===== src/rtl/ilfs_pkg.sv =====
// ----------------------------------------------------------------------------
// ilfs_pkg
// Shared types and codes for the indexed list with free slots: word layouts,
// opcodes, status codes and the controller-to-datapath command set.
// ----------------------------------------------------------------------------
package ilfs_pkg;

  localparam int OPC_W    = 2;
  localparam int HND_W    = 32;
  localparam int SLOT_W   = 8;
  localparam int STRIDE_W = 9;
  localparam int STAT_W   = 2;

  // opcodes
  localparam logic [OPC_W-1:0] OP_ADD    = 2'd0;
  localparam logic [OPC_W-1:0] OP_REMOVE = 2'd1;
  localparam logic [OPC_W-1:0] OP_TEST   = 2'd2;

  // result status codes
  localparam logic [STAT_W-1:0] ST_OK   = 2'd0;
  localparam logic [STAT_W-1:0] ST_MISS = 2'd1;
  localparam logic [STAT_W-1:0] ST_FULL = 2'd2;

  typedef struct packed {
    logic [OPC_W-1:0]    opcode;
    logic [HND_W-1:0]    handle;
    logic [SLOT_W-1:0]   start_slot;
    logic [STRIDE_W-1:0] stride;
  } in_word_t;

  typedef struct packed {
    logic [STAT_W-1:0] status;
    logic [SLOT_W-1:0] slot;
    logic              list_empty;
  } out_word_t;

  // datapath micro-operations, one per cycle
  typedef enum logic [3:0] {
    CMD_NONE,
    CMD_LOAD,     // capture input word, cursor <= start slot
    CMD_MISS,     // result <= not found
    CMD_FULL,     // result <= table full
    CMD_FREE_RD,  // read next link of the free list head
    CMD_POP,      // slot <= free head, free head <= its next link
    CMD_FRESH,    // slot <= first never-used slot
    CMD_LINK,     // store handle, link slot at tail
    CMD_TERM,     // terminate slot's next link, result <= ok
    CMD_PROBE,    // read handle at cursor
    CMD_STEP,     // cursor += stride, read handle there
    CMD_HIT,      // slot <= cursor, result <= ok, read its links
    CMD_UL_FIX,   // bypass the slot in the list
    CMD_UL_FREE,  // push the slot onto the free list
    CMD_EMIT      // load output register
  } dp_op_t;

  typedef struct packed {
    dp_op_t op;
  } ctl_cmd_t;

  typedef struct packed {
    logic is_add;
    logic is_search;
    logic is_remove;
    logic hnd_zero;
    logic free_avail;
    logic room;
    logic start_in;
    logic match;
    logic more;
    logic out_busy;
    logic ends_agree;
  } dp_stat_t;

endpackage


===== src/rtl/ilfs_ctrl.sv =====
// ----------------------------------------------------------------------------
// ilfs_ctrl
// Sequencer for the indexed list: picks one datapath operation per cycle
// from the current state and the datapath status.
// ----------------------------------------------------------------------------
module ilfs_ctrl (
  input  logic              clk,
  input  logic              rst_n,
  input  logic              in_valid,
  output logic              in_stall,
  input  ilfs_pkg::dp_stat_t stat,
  output ilfs_pkg::ctl_cmd_t cmd
);

  typedef enum logic [8:0] {
    S_IDLE     = 9'b000000001,
    S_CHK      = 9'b000000010,
    S_ADD_POP  = 9'b000000100,
    S_ADD_LINK = 9'b000001000,
    S_ADD_TERM = 9'b000010000,
    S_SR_CMP   = 9'b000100000,
    S_UL_FIX   = 9'b001000000,
    S_UL_FREE  = 9'b010000000,
    S_DONE     = 9'b100000000
  } state_t;

  state_t state_r, state_nxt;

  // state register
  always_ff @(posedge clk) begin
    if (!rst_n) begin
      state_r <= S_IDLE;
    end else begin
      state_r <= state_nxt;
    end
  end

  assign in_stall = (state_r != S_IDLE);

  // next state and command
  always_comb begin
    state_nxt = state_r;
    cmd.op    = ilfs_pkg::CMD_NONE;
    unique case (state_r)
      S_IDLE: begin
        if (in_valid) begin
          cmd.op    = ilfs_pkg::CMD_LOAD;
          state_nxt = S_CHK;
        end
      end
      S_CHK: begin
        priority if (stat.is_add) begin
          priority if (stat.hnd_zero) begin
            cmd.op    = ilfs_pkg::CMD_MISS;
            state_nxt = S_DONE;
          end else if (stat.free_avail) begin
            cmd.op    = ilfs_pkg::CMD_FREE_RD;
            state_nxt = S_ADD_POP;
          end else if (stat.room) begin
            cmd.op    = ilfs_pkg::CMD_FRESH;
            state_nxt = S_ADD_LINK;
          end else begin
            cmd.op    = ilfs_pkg::CMD_FULL;
            state_nxt = S_DONE;
          end
        end else if (stat.is_search && !stat.hnd_zero && stat.start_in) begin
          cmd.op    = ilfs_pkg::CMD_PROBE;
          state_nxt = S_SR_CMP;
        end else begin
          cmd.op    = ilfs_pkg::CMD_MISS;
          state_nxt = S_DONE;
        end
      end
      S_ADD_POP: begin
        cmd.op    = ilfs_pkg::CMD_POP;
        state_nxt = S_ADD_LINK;
      end
      S_ADD_LINK: begin
        cmd.op    = ilfs_pkg::CMD_LINK;
        state_nxt = S_ADD_TERM;
      end
      S_ADD_TERM: begin
        cmd.op    = ilfs_pkg::CMD_TERM;
        state_nxt = S_DONE;
      end
      // one probe per cycle; handle read issued the cycle before
      S_SR_CMP: begin
        priority if (stat.match) begin
          cmd.op    = ilfs_pkg::CMD_HIT;
          state_nxt = stat.is_remove ? S_UL_FIX : S_DONE;
        end else if (stat.more) begin
          cmd.op    = ilfs_pkg::CMD_STEP;
          state_nxt = S_SR_CMP;
        end else begin
          cmd.op    = ilfs_pkg::CMD_MISS;
          state_nxt = S_DONE;
        end
      end
      S_UL_FIX: begin
        cmd.op    = ilfs_pkg::CMD_UL_FIX;
        state_nxt = S_UL_FREE;
      end
      S_UL_FREE: begin
        cmd.op    = ilfs_pkg::CMD_UL_FREE;
        state_nxt = S_DONE;
      end
      S_DONE: begin
        if (!stat.out_busy) begin
          cmd.op    = ilfs_pkg::CMD_EMIT;
          state_nxt = S_IDLE;
        end
      end
      default: begin
        state_nxt = S_IDLE;
      end
    endcase
  end

endmodule


===== config.mk =====
export PLATFORM = sky130hd
export DESIGN_NAME = ilfs_ctrl
export DESIGN_NICKNAME = d
export VERILOG_FILES = /design/src/rtl/ilfs_pkg.sv /design/src/rtl/ilfs_ctrl.sv
export SDC_FILE = /design/constraint.sdc
export NUM_CORES = 1
export LEC_CHECK = 0
export ABC_CLOCK_PERIOD_IN_PS = 1800
export BUFFER_PORTS_ARGS = -buffer_cell sky130_fd_sc_hd__buf_4
export CAP_MARGIN = 0
export CORE_MARGIN = 2
export CORE_UTILIZATION = 45
export CTS_CLUSTER_SIZE = 24
export DETAILED_ROUTE_END_ITERATION = 6
export PLACE_DENSITY = 0.78
export SLEW_MARGIN = 20
export SYNTH_ARGS = -nofsm -noshare
export SYNTH_HDL_FRONTEND = slang
export SYNTH_SLANG_ARGS = --single-unit

===== constraint.sdc =====
create_clock -name clk -period 1.8 [get_ports clk]
set_clock_uncertainty 0.2 [all_clocks]
set_input_delay 0.27 -clock clk [delete_from_list [all_inputs] [get_ports clk]]
set_output_delay 0.27 -clock clk [all_outputs]
set_load 0.005 [all_outputs]

==> impl_summary.md, run 1 <==
Clock tree
TritonCTS created 3 clock buffers. For this design, the sink count on the clock tree is 9. In this run, post-CTS hold repair placed 0 buffers. The tree is rooted in a sky130_fd_sc_hd__clkbuf_4. The TritonCTS clock tree is built. Counting along the longest clock path gives a buffer depth of 2. The total number of H-tree levels is 1.

Clock-pin slew was measured on the worst setup and hold paths at 0.06 ns. The clock latency on the worst-skew pair is 0.28 ns.

Cells and area
After the flow finishes, the layout carries non-filler instances totaling 145. The growth of design area from synthesis to finish is 60.4%. The most common cell after layout, fill and taps aside is sky130_fd_sc_hd__buf_4. The total inserted antenna cells is 0. The multi-input logic area is 572 um^2.

The share of post-route cells with drive strength above 1 is 51.2%. The largest registers in the layout are state_r (9). The total of fill cells in the finished design is 90. Ranked by flip-flop count, first place goes to state_r.

In the layout the commonest cells are sky130_fd_sc_hd__buf_4 (41), sky130_fd_sc_hd__nor2_1 (7), sky130_fd_sc_hd__nand3_1 (6), sky130_fd_sc_hd__dfxtp_1 (5). Registers take 188 um^2. For this run, the post-layout net count is 144. At the end of the flow the core is filled with cells to 76.3%.

The register with the most flip-flops in the layout has 9 of them. After routing the design area is 1140 um^2.

Placement
Port buffering added 17 buffers. Summed over all nets, the half-perimeter wirelength after detailed placement is 1.59 mm. The final weighted congestion in routability-driven placement is 0.775. After detailed placement, the design holds a cell count of 134. The placed standard-cell area is 982 um^2.

Route
The count of nets left with antenna violations once routing finished came out at 0. The number of DRC markers in iteration 0 is 49. The DRC violation count after routing is 0. After detailed routing, the number of vias per cell comes to 6.41.

The routed wire length per instance is 17.7 um. The total number of vias is 929. The post-detailed-routing wire length is 2.56 mm. For this run, the detailed router's first-pass iteration total came to 4.

Setup path
The signal on the critical path passes through nor4_4, buf_4, and3_4, nand4_1, o2111ai_2, buf_4. On the worst path, the slowest cell contributes a delay of 0.36 ns. Data on the critical path is required at its endpoint by 1.33 ns. The most frequent cell on the critical path is sky130_fd_sc_hd__buf_4. The slowest stage of the critical path is the sky130_fd_sc_hd__dfxtp_4 cell. In this run the worst path has a maximum fanout of 4. The worst setup path is launched from a flop. At the worst endpoint, the arrival time is 1.71 ns. The endpoint class of the critical path is an output pin. The category of the most critical setup path is flop to output pin.

STA
Setup repair after global routing could not meet its margin everywhere. The final count of hold timing violations was 0. Setup slack on the critical path of the routed design comes to -0.382 ns. The final max-slew violation count is 0.

The minimum clock period is 2.18 ns. The number of setup violations in the final report is 9. The worst-case headroom to the max-slew limit is 80.9%. At the pin with the least slew margin, the transition time is 0.284 ns.

The worst path uses 121% of the clock period. For this run, the top clock speed supported by timing is 0.458 GHz.

Synthesis
The most area-hungry cell type in the Yosys netlist is sky130_fd_sc_hd__dfxtp_1. The portion of netlist area occupied by mux cells is 3.00%. The post-synthesis instance total is 85. Yosys attributes the largest share of cell area to sky130_fd_sc_hd__dfxtp_1 (25%), sky130_fd_sc_hd__nand3_1 (4.2%), sky130_fd_sc_hd__nor2_1 (3.7%). The compound-gate portion of the synthesized area is 20.5%. The count of warnings emitted by yosys is 0.

The netlist area before placement is 708 um^2. For this run, the leading register cell type out of synthesis is sky130_fd_sc_hd__dfxtp_1. Summing the sequential cell areas from Yosys gives 25.4% of the chip area. The count of different cell masters after synthesis is 38. Of the total synthesized cell area, the portion taken by full adders, half adders and majority gates is 0%. The number of flip-flops and latches in the synthesized netlist is 9. The count of flip-flops with a built-in enable after synthesis is 0. Of all flip-flops after synthesis, the portion carrying an async set or reset was 0%. The portion of synthesized cell area occupied by the leading cell type is 25.4%. Summing the areas of all and, or, nand and nor instances in the mapped netlist gives 43.5% of the synthesized area. The synthesized net count is 99.

Summing the areas of all xor and xnor instances in the mapped netlist gives 3.71% of the synthesized area. The dominant combinational cell family by area after synthesis is simple AND/OR/NAND/NOR gates. The post-synthesis average cell area is 8.33 um^2.

Floorplan
Measured along the x axis, the die boundary spans 43.7 um. The number of placement rows is 14. The total area inside the core boundary comes to 1490 um^2. The area of the die is 1910 um^2. The number of I/O pins is 19. The die height is 43.7 um. For this configuration, the core starts out at a cell density of 47.6%.

Hold path
The tightest min-delay check is of the input port to flop type.

GRT
The via count of the first global-routing pass came to 820. In the global route stage, overall resource usage came out at 27.6%. The initial antenna violation count is 0. Entering global routing, the biggest net connects 10 pins. The global-route wire length before repair is 3.71 mm.

The overall overflow remaining after global route is 0.

Power
In this run the power density over the cells is 483 nW/um^2. The worst-case vdd ir drop is 0.611 mV. The overall power after layout is 549 uW. Summed over all cells, the static leakage comes to 0.485 nW.

Status
The final reports fail on setup timing. The flow ran to the end, but the final reports show violations.

Job
Max-cap violations in this run came to 0.
## final cells by class
cell class / instances / area share [%]
multi-input cells: 71 / 50.3
repair buffers: 42 / 28.1
flip-flops and latches: 9 / 16.5
clock buffers: 4 / 2.31
well taps: 16 / 1.76
inverters: 3 / 0.991
## per-stage QoR
step	setup TNS [ns]	hold slack, ns	setup WS (ns)
detailed placement	-0.528	0.316	-0.127
floorplan	-0.0156	0.149	-0.0156
global route	-2.45	0.0191	-0.423
global placement	-0.370	0.305	-0.0888
finish	-2.06	0.0220	-0.382
CTS	-1.63	0.0329	-0.339
## final timing paths
path | from | to | slack, ns | depth (start not counted)
max reg2reg | state_r[8] | state_r[5] | -0.24 | 7
max | state_r[8] | cmd[0] | -0.38 | 6
min | in_valid | state_r[0] | 0.02 | 2
min reg2reg | state_r[1] | state_r[7] | 0.35 | 3
## repair_timing
item,4_1_cts,5_1_grt
setup buffers,5,4
pin swaps,8,7
setup endpoints to repair,8,10
gates resized for setup,10,9
## Yosys cell counts (all sizes together) (3+ instances only)
master	instances
dfxtp	9
nor3b	3
nand3b	3
o21ai	4
a21oi	4
inv	3
nor2	7
nor3	4
nand3	6
nand2b	4
nand2	5
## logic make-up (layout without fill, tap and decap cells)
logic type,Yosys count,in the layout
flip-flops,9,9
buffers and inverters,5,49
multiplexers,2,2
AND/OR/NAND/NOR,46,46
XOR/XNOR,3,3
AO/OA/AOI/OAI,20,20
## critical path: cells and delay by family, from the launching register on
kind	cells	cell delay (ns)
buf+inv	2	0.33
simple gates	3	0.64
flops	1	0.36
compound gates	1	0.11
## power by group
group / internal [mW] / total (mW) / leakage [nW] / switching (mW)
logic: 0.0928 / 0.171 / 0.395 / 0.0780
registers: 0.204 / 0.210 / 0.0752 / 0.00593
clock network: 0.0862 / 0.169 / 0.0150 / 0.0824
## per-layer routing
metal  vias to the layer above  global-route usage, %  routed length (um)
li1                        416                      -                   -
met1                       428                   33.2                 995
met2                        68                   43.2                1200
met3                        17                   6.67                 195
met4                         0                   18.2                 165
met5                         -                      0                   0
Note: power is estimated with default switching activity, not from simulation.
==> run 2: changes to the inputs <==
==> constraint.sdc (replaced) <==
create_clock -name clk -period 1.8 [get_ports clk]
set_clock_uncertainty 0.2 [all_clocks]
set_input_delay 0.45 -clock clk [delete_from_list [all_inputs] [get_ports clk]]
set_output_delay 0.45 -clock clk [all_outputs]
set_load 0.005 [all_outputs]
==> impl_summary.md, run 2 (same netlist as run 1, synthesis figures left out) <==
Placement
The final weighted congestion in routability-driven placement is 0.775. After detailed placement, the total cell area comes to 1030 um^2. The count of port buffers added during placement is 17. After legalization and detailed placement, the total HPWL measured 1.54 mm.

Route
Once detail routing completed, the nets flagged for antenna violations numbered 0. For this block, the initial DRC count from the detailed router was 35. In the routed layout, each cell is associated on average with a via count of 5.98. The pre-antenna-repair detailed-routing pass consisted of 4 iterations. For this block, the routed nets add up to 2.47 mm of wire. The routed layout has 897 vias. The routed wire length per instance is 16.4 um. For this run, design rule violations remaining after detail routing come to 0.

Setup path
The category of the most critical setup path is flop to output pin. In this run the worst path has a maximum fanout of 4. The endpoint class of the critical path is an output pin. The origin of the critical flop-to-flop path is state_r[6].

The data arrival time of the critical path is 1.75 ns. Data on the critical path is required at its endpoint by 1.15 ns. The setup slack of the worst register-to-register path is -0.22 ns. STA classifies the critical path startpoint as a flop. The launch point of the worst path is state_r[6].

STA
The final clock period utilization by the worst path is 133%. The worst-case headroom to the max-slew limit is 77.4%. The final max-slew violation count came to 0.

Setup repair after global routing could not meet its margin everywhere. The minimum clock period is 2.40 ns. Across all hold checks on the routed design, the worst slack comes to 0.225 ns. The actual slew at the worst max-slew pin is 0.337 ns. The final worst-path setup slack is -0.601 ns. The maximum achievable frequency is 0.416 GHz.

The final count of hold timing violations is 0. Summed over all failing endpoints, the final setup total negative slack is -2.93 ns. Setup violations remaining at the end of the flow were counted as 6.

Clock tree
The number of buffers inserted for hold repair after clock tree synthesis is 0. The number of sinks on the clock net is 9. TritonCTS built the clock tree. CTS built an H-tree with a depth of 1. The number of buffers between clock root and the deepest sink is 2. Clock-pin slew was measured on the worst setup and hold paths at 0.06 ns. The clock root buffer is sky130_fd_sc_hd__clkbuf_4. Clock latency on the worst-skew pair, taken at its later pin, is 0.27 ns. Clock tree synthesis inserted a total of 3 buffers.

GRT
Summed over all layers, the global routing overflow is 0. The global-route wire length before repair is 4.06 mm. The pin count of the biggest net entering global routing is 10. The total routing resource utilization after global routing is 28.8%. The via count of the first global-routing pass is 920. The initial antenna violation count was 0.

Cells and area
The layout has 89 filler cells. After routing the design area is 1170 um^2. The share of post-route cells with drive strength above 1 is 52.2%. From synthesis to final layout, the design area changed by 65.4%. The total inserted antenna cells is 0. In the layout the commonest cells are sky130_fd_sc_hd__buf_4 (44), sky130_fd_sc_hd__nor2_1 (7), sky130_fd_sc_hd__nand3_1 (6), sky130_fd_sc_hd__dfxtp_1 (6), sky130_fd_sc_hd__nand2_1 (5). The flip-flop count of the largest register, all copies and words added is 9. The largest registers in the layout are state_r (9). The register with the most flip-flops is state_r. The number of nets in the layout is 149. The most common cell after layout, fill and taps aside is sky130_fd_sc_hd__buf_4.

Floorplan
The initial cell density of the core is 47.6%. The number of placement rows is 14. The die height is 43.7 um.

The area of the die is 1910 um^2. The number of I/O pins is 19. The area inside the core boundary is 1490 um^2. The width of the die is 43.7 um.

Power
Power spread over the standard cell area amounts to 467 nW/um^2. VDD sags by at most 0.446 mV. The static leakage is 0.513 nW. The overall power after layout is 547 uW.

Status
The final reports fail on setup timing. The flow ran to the end, but the final reports show violations.

Hold path
The path class of the tightest hold or removal check is input port to flop. The startpoint of the lowest-slack hold path is in_valid.

Job
The max capacitance violation total is 0.
[run 2: timing repair]
action | in CTS | in global routing
buffers inserted | 17 | 2
setup endpoints to repair | 8 | 10
pin swaps | 9 | 4
gates resized for setup | 16 | 6
cloned | 0 | 0
[run 2: stage by stage]
| step | std cells | setup slack (ns) | util [%] |
|---|---|---|---|
| after floorplan | 85 | -0.196 | - |
| after global placement | 140 | -0.432 | 69.5 |
| after detailed placement | 140 | -0.431 | 69.5 |
| after CTS | 153 | -0.526 | 79.7 |
| after global routing | 150 | -0.660 | 78.7 |
| final | 150 | -0.601 | 78.7 |
[run 2: cell type report]
cell class / count / area (um^2) / share of cell area (%)
clock buffer: 4 / 26.3 / 2.24
tap: 16 / 20.0 / 1.71
multi-input combinational: 71 / 563 / 48.1
sequential: 9 / 186 / 15.9
timing repair buffer: 47 / 364 / 31.1
inverter: 3 / 11.3 / 0.962
[run 2: worst paths after layout]
kind	end	cells past startpoint
max	cmd[1]	5
min	state_r[1]	3
max reg2reg	state_r[5]	6
min reg2reg	state_r[7]	2
[run 2: routing by layer]
metal,vias up,routed length [um],track usage (%)
li1,422,-,-
met1,418,1030,34.9
met2,47,1220,48.5
met3,10,165,4.17
met4,0,58,15.8
met5,-,0,0
[run 2: report_power, final]
group | internal [mW] | total, mW | switching, mW
Sequential | 0.204 | 0.209 | 0.00519
Combinational | 0.0956 | 0.170 | 0.0740
Clock | 0.0859 | 0.169 | 0.0829
Total | 0.385 | 0.547 | 0.162
[run 2: worst max-delay path, stage by stage, from the launching register on]
cell                       delay, ns
sky130_fd_sc_hd__dfxtp_4        0.37
sky130_fd_sc_hd__nor4_4         0.38
sky130_fd_sc_hd__nand2_1        0.13
sky130_fd_sc_hd__or3_1          0.34
sky130_fd_sc_hd__o311ai_2       0.10
sky130_fd_sc_hd__buf_4          0.16
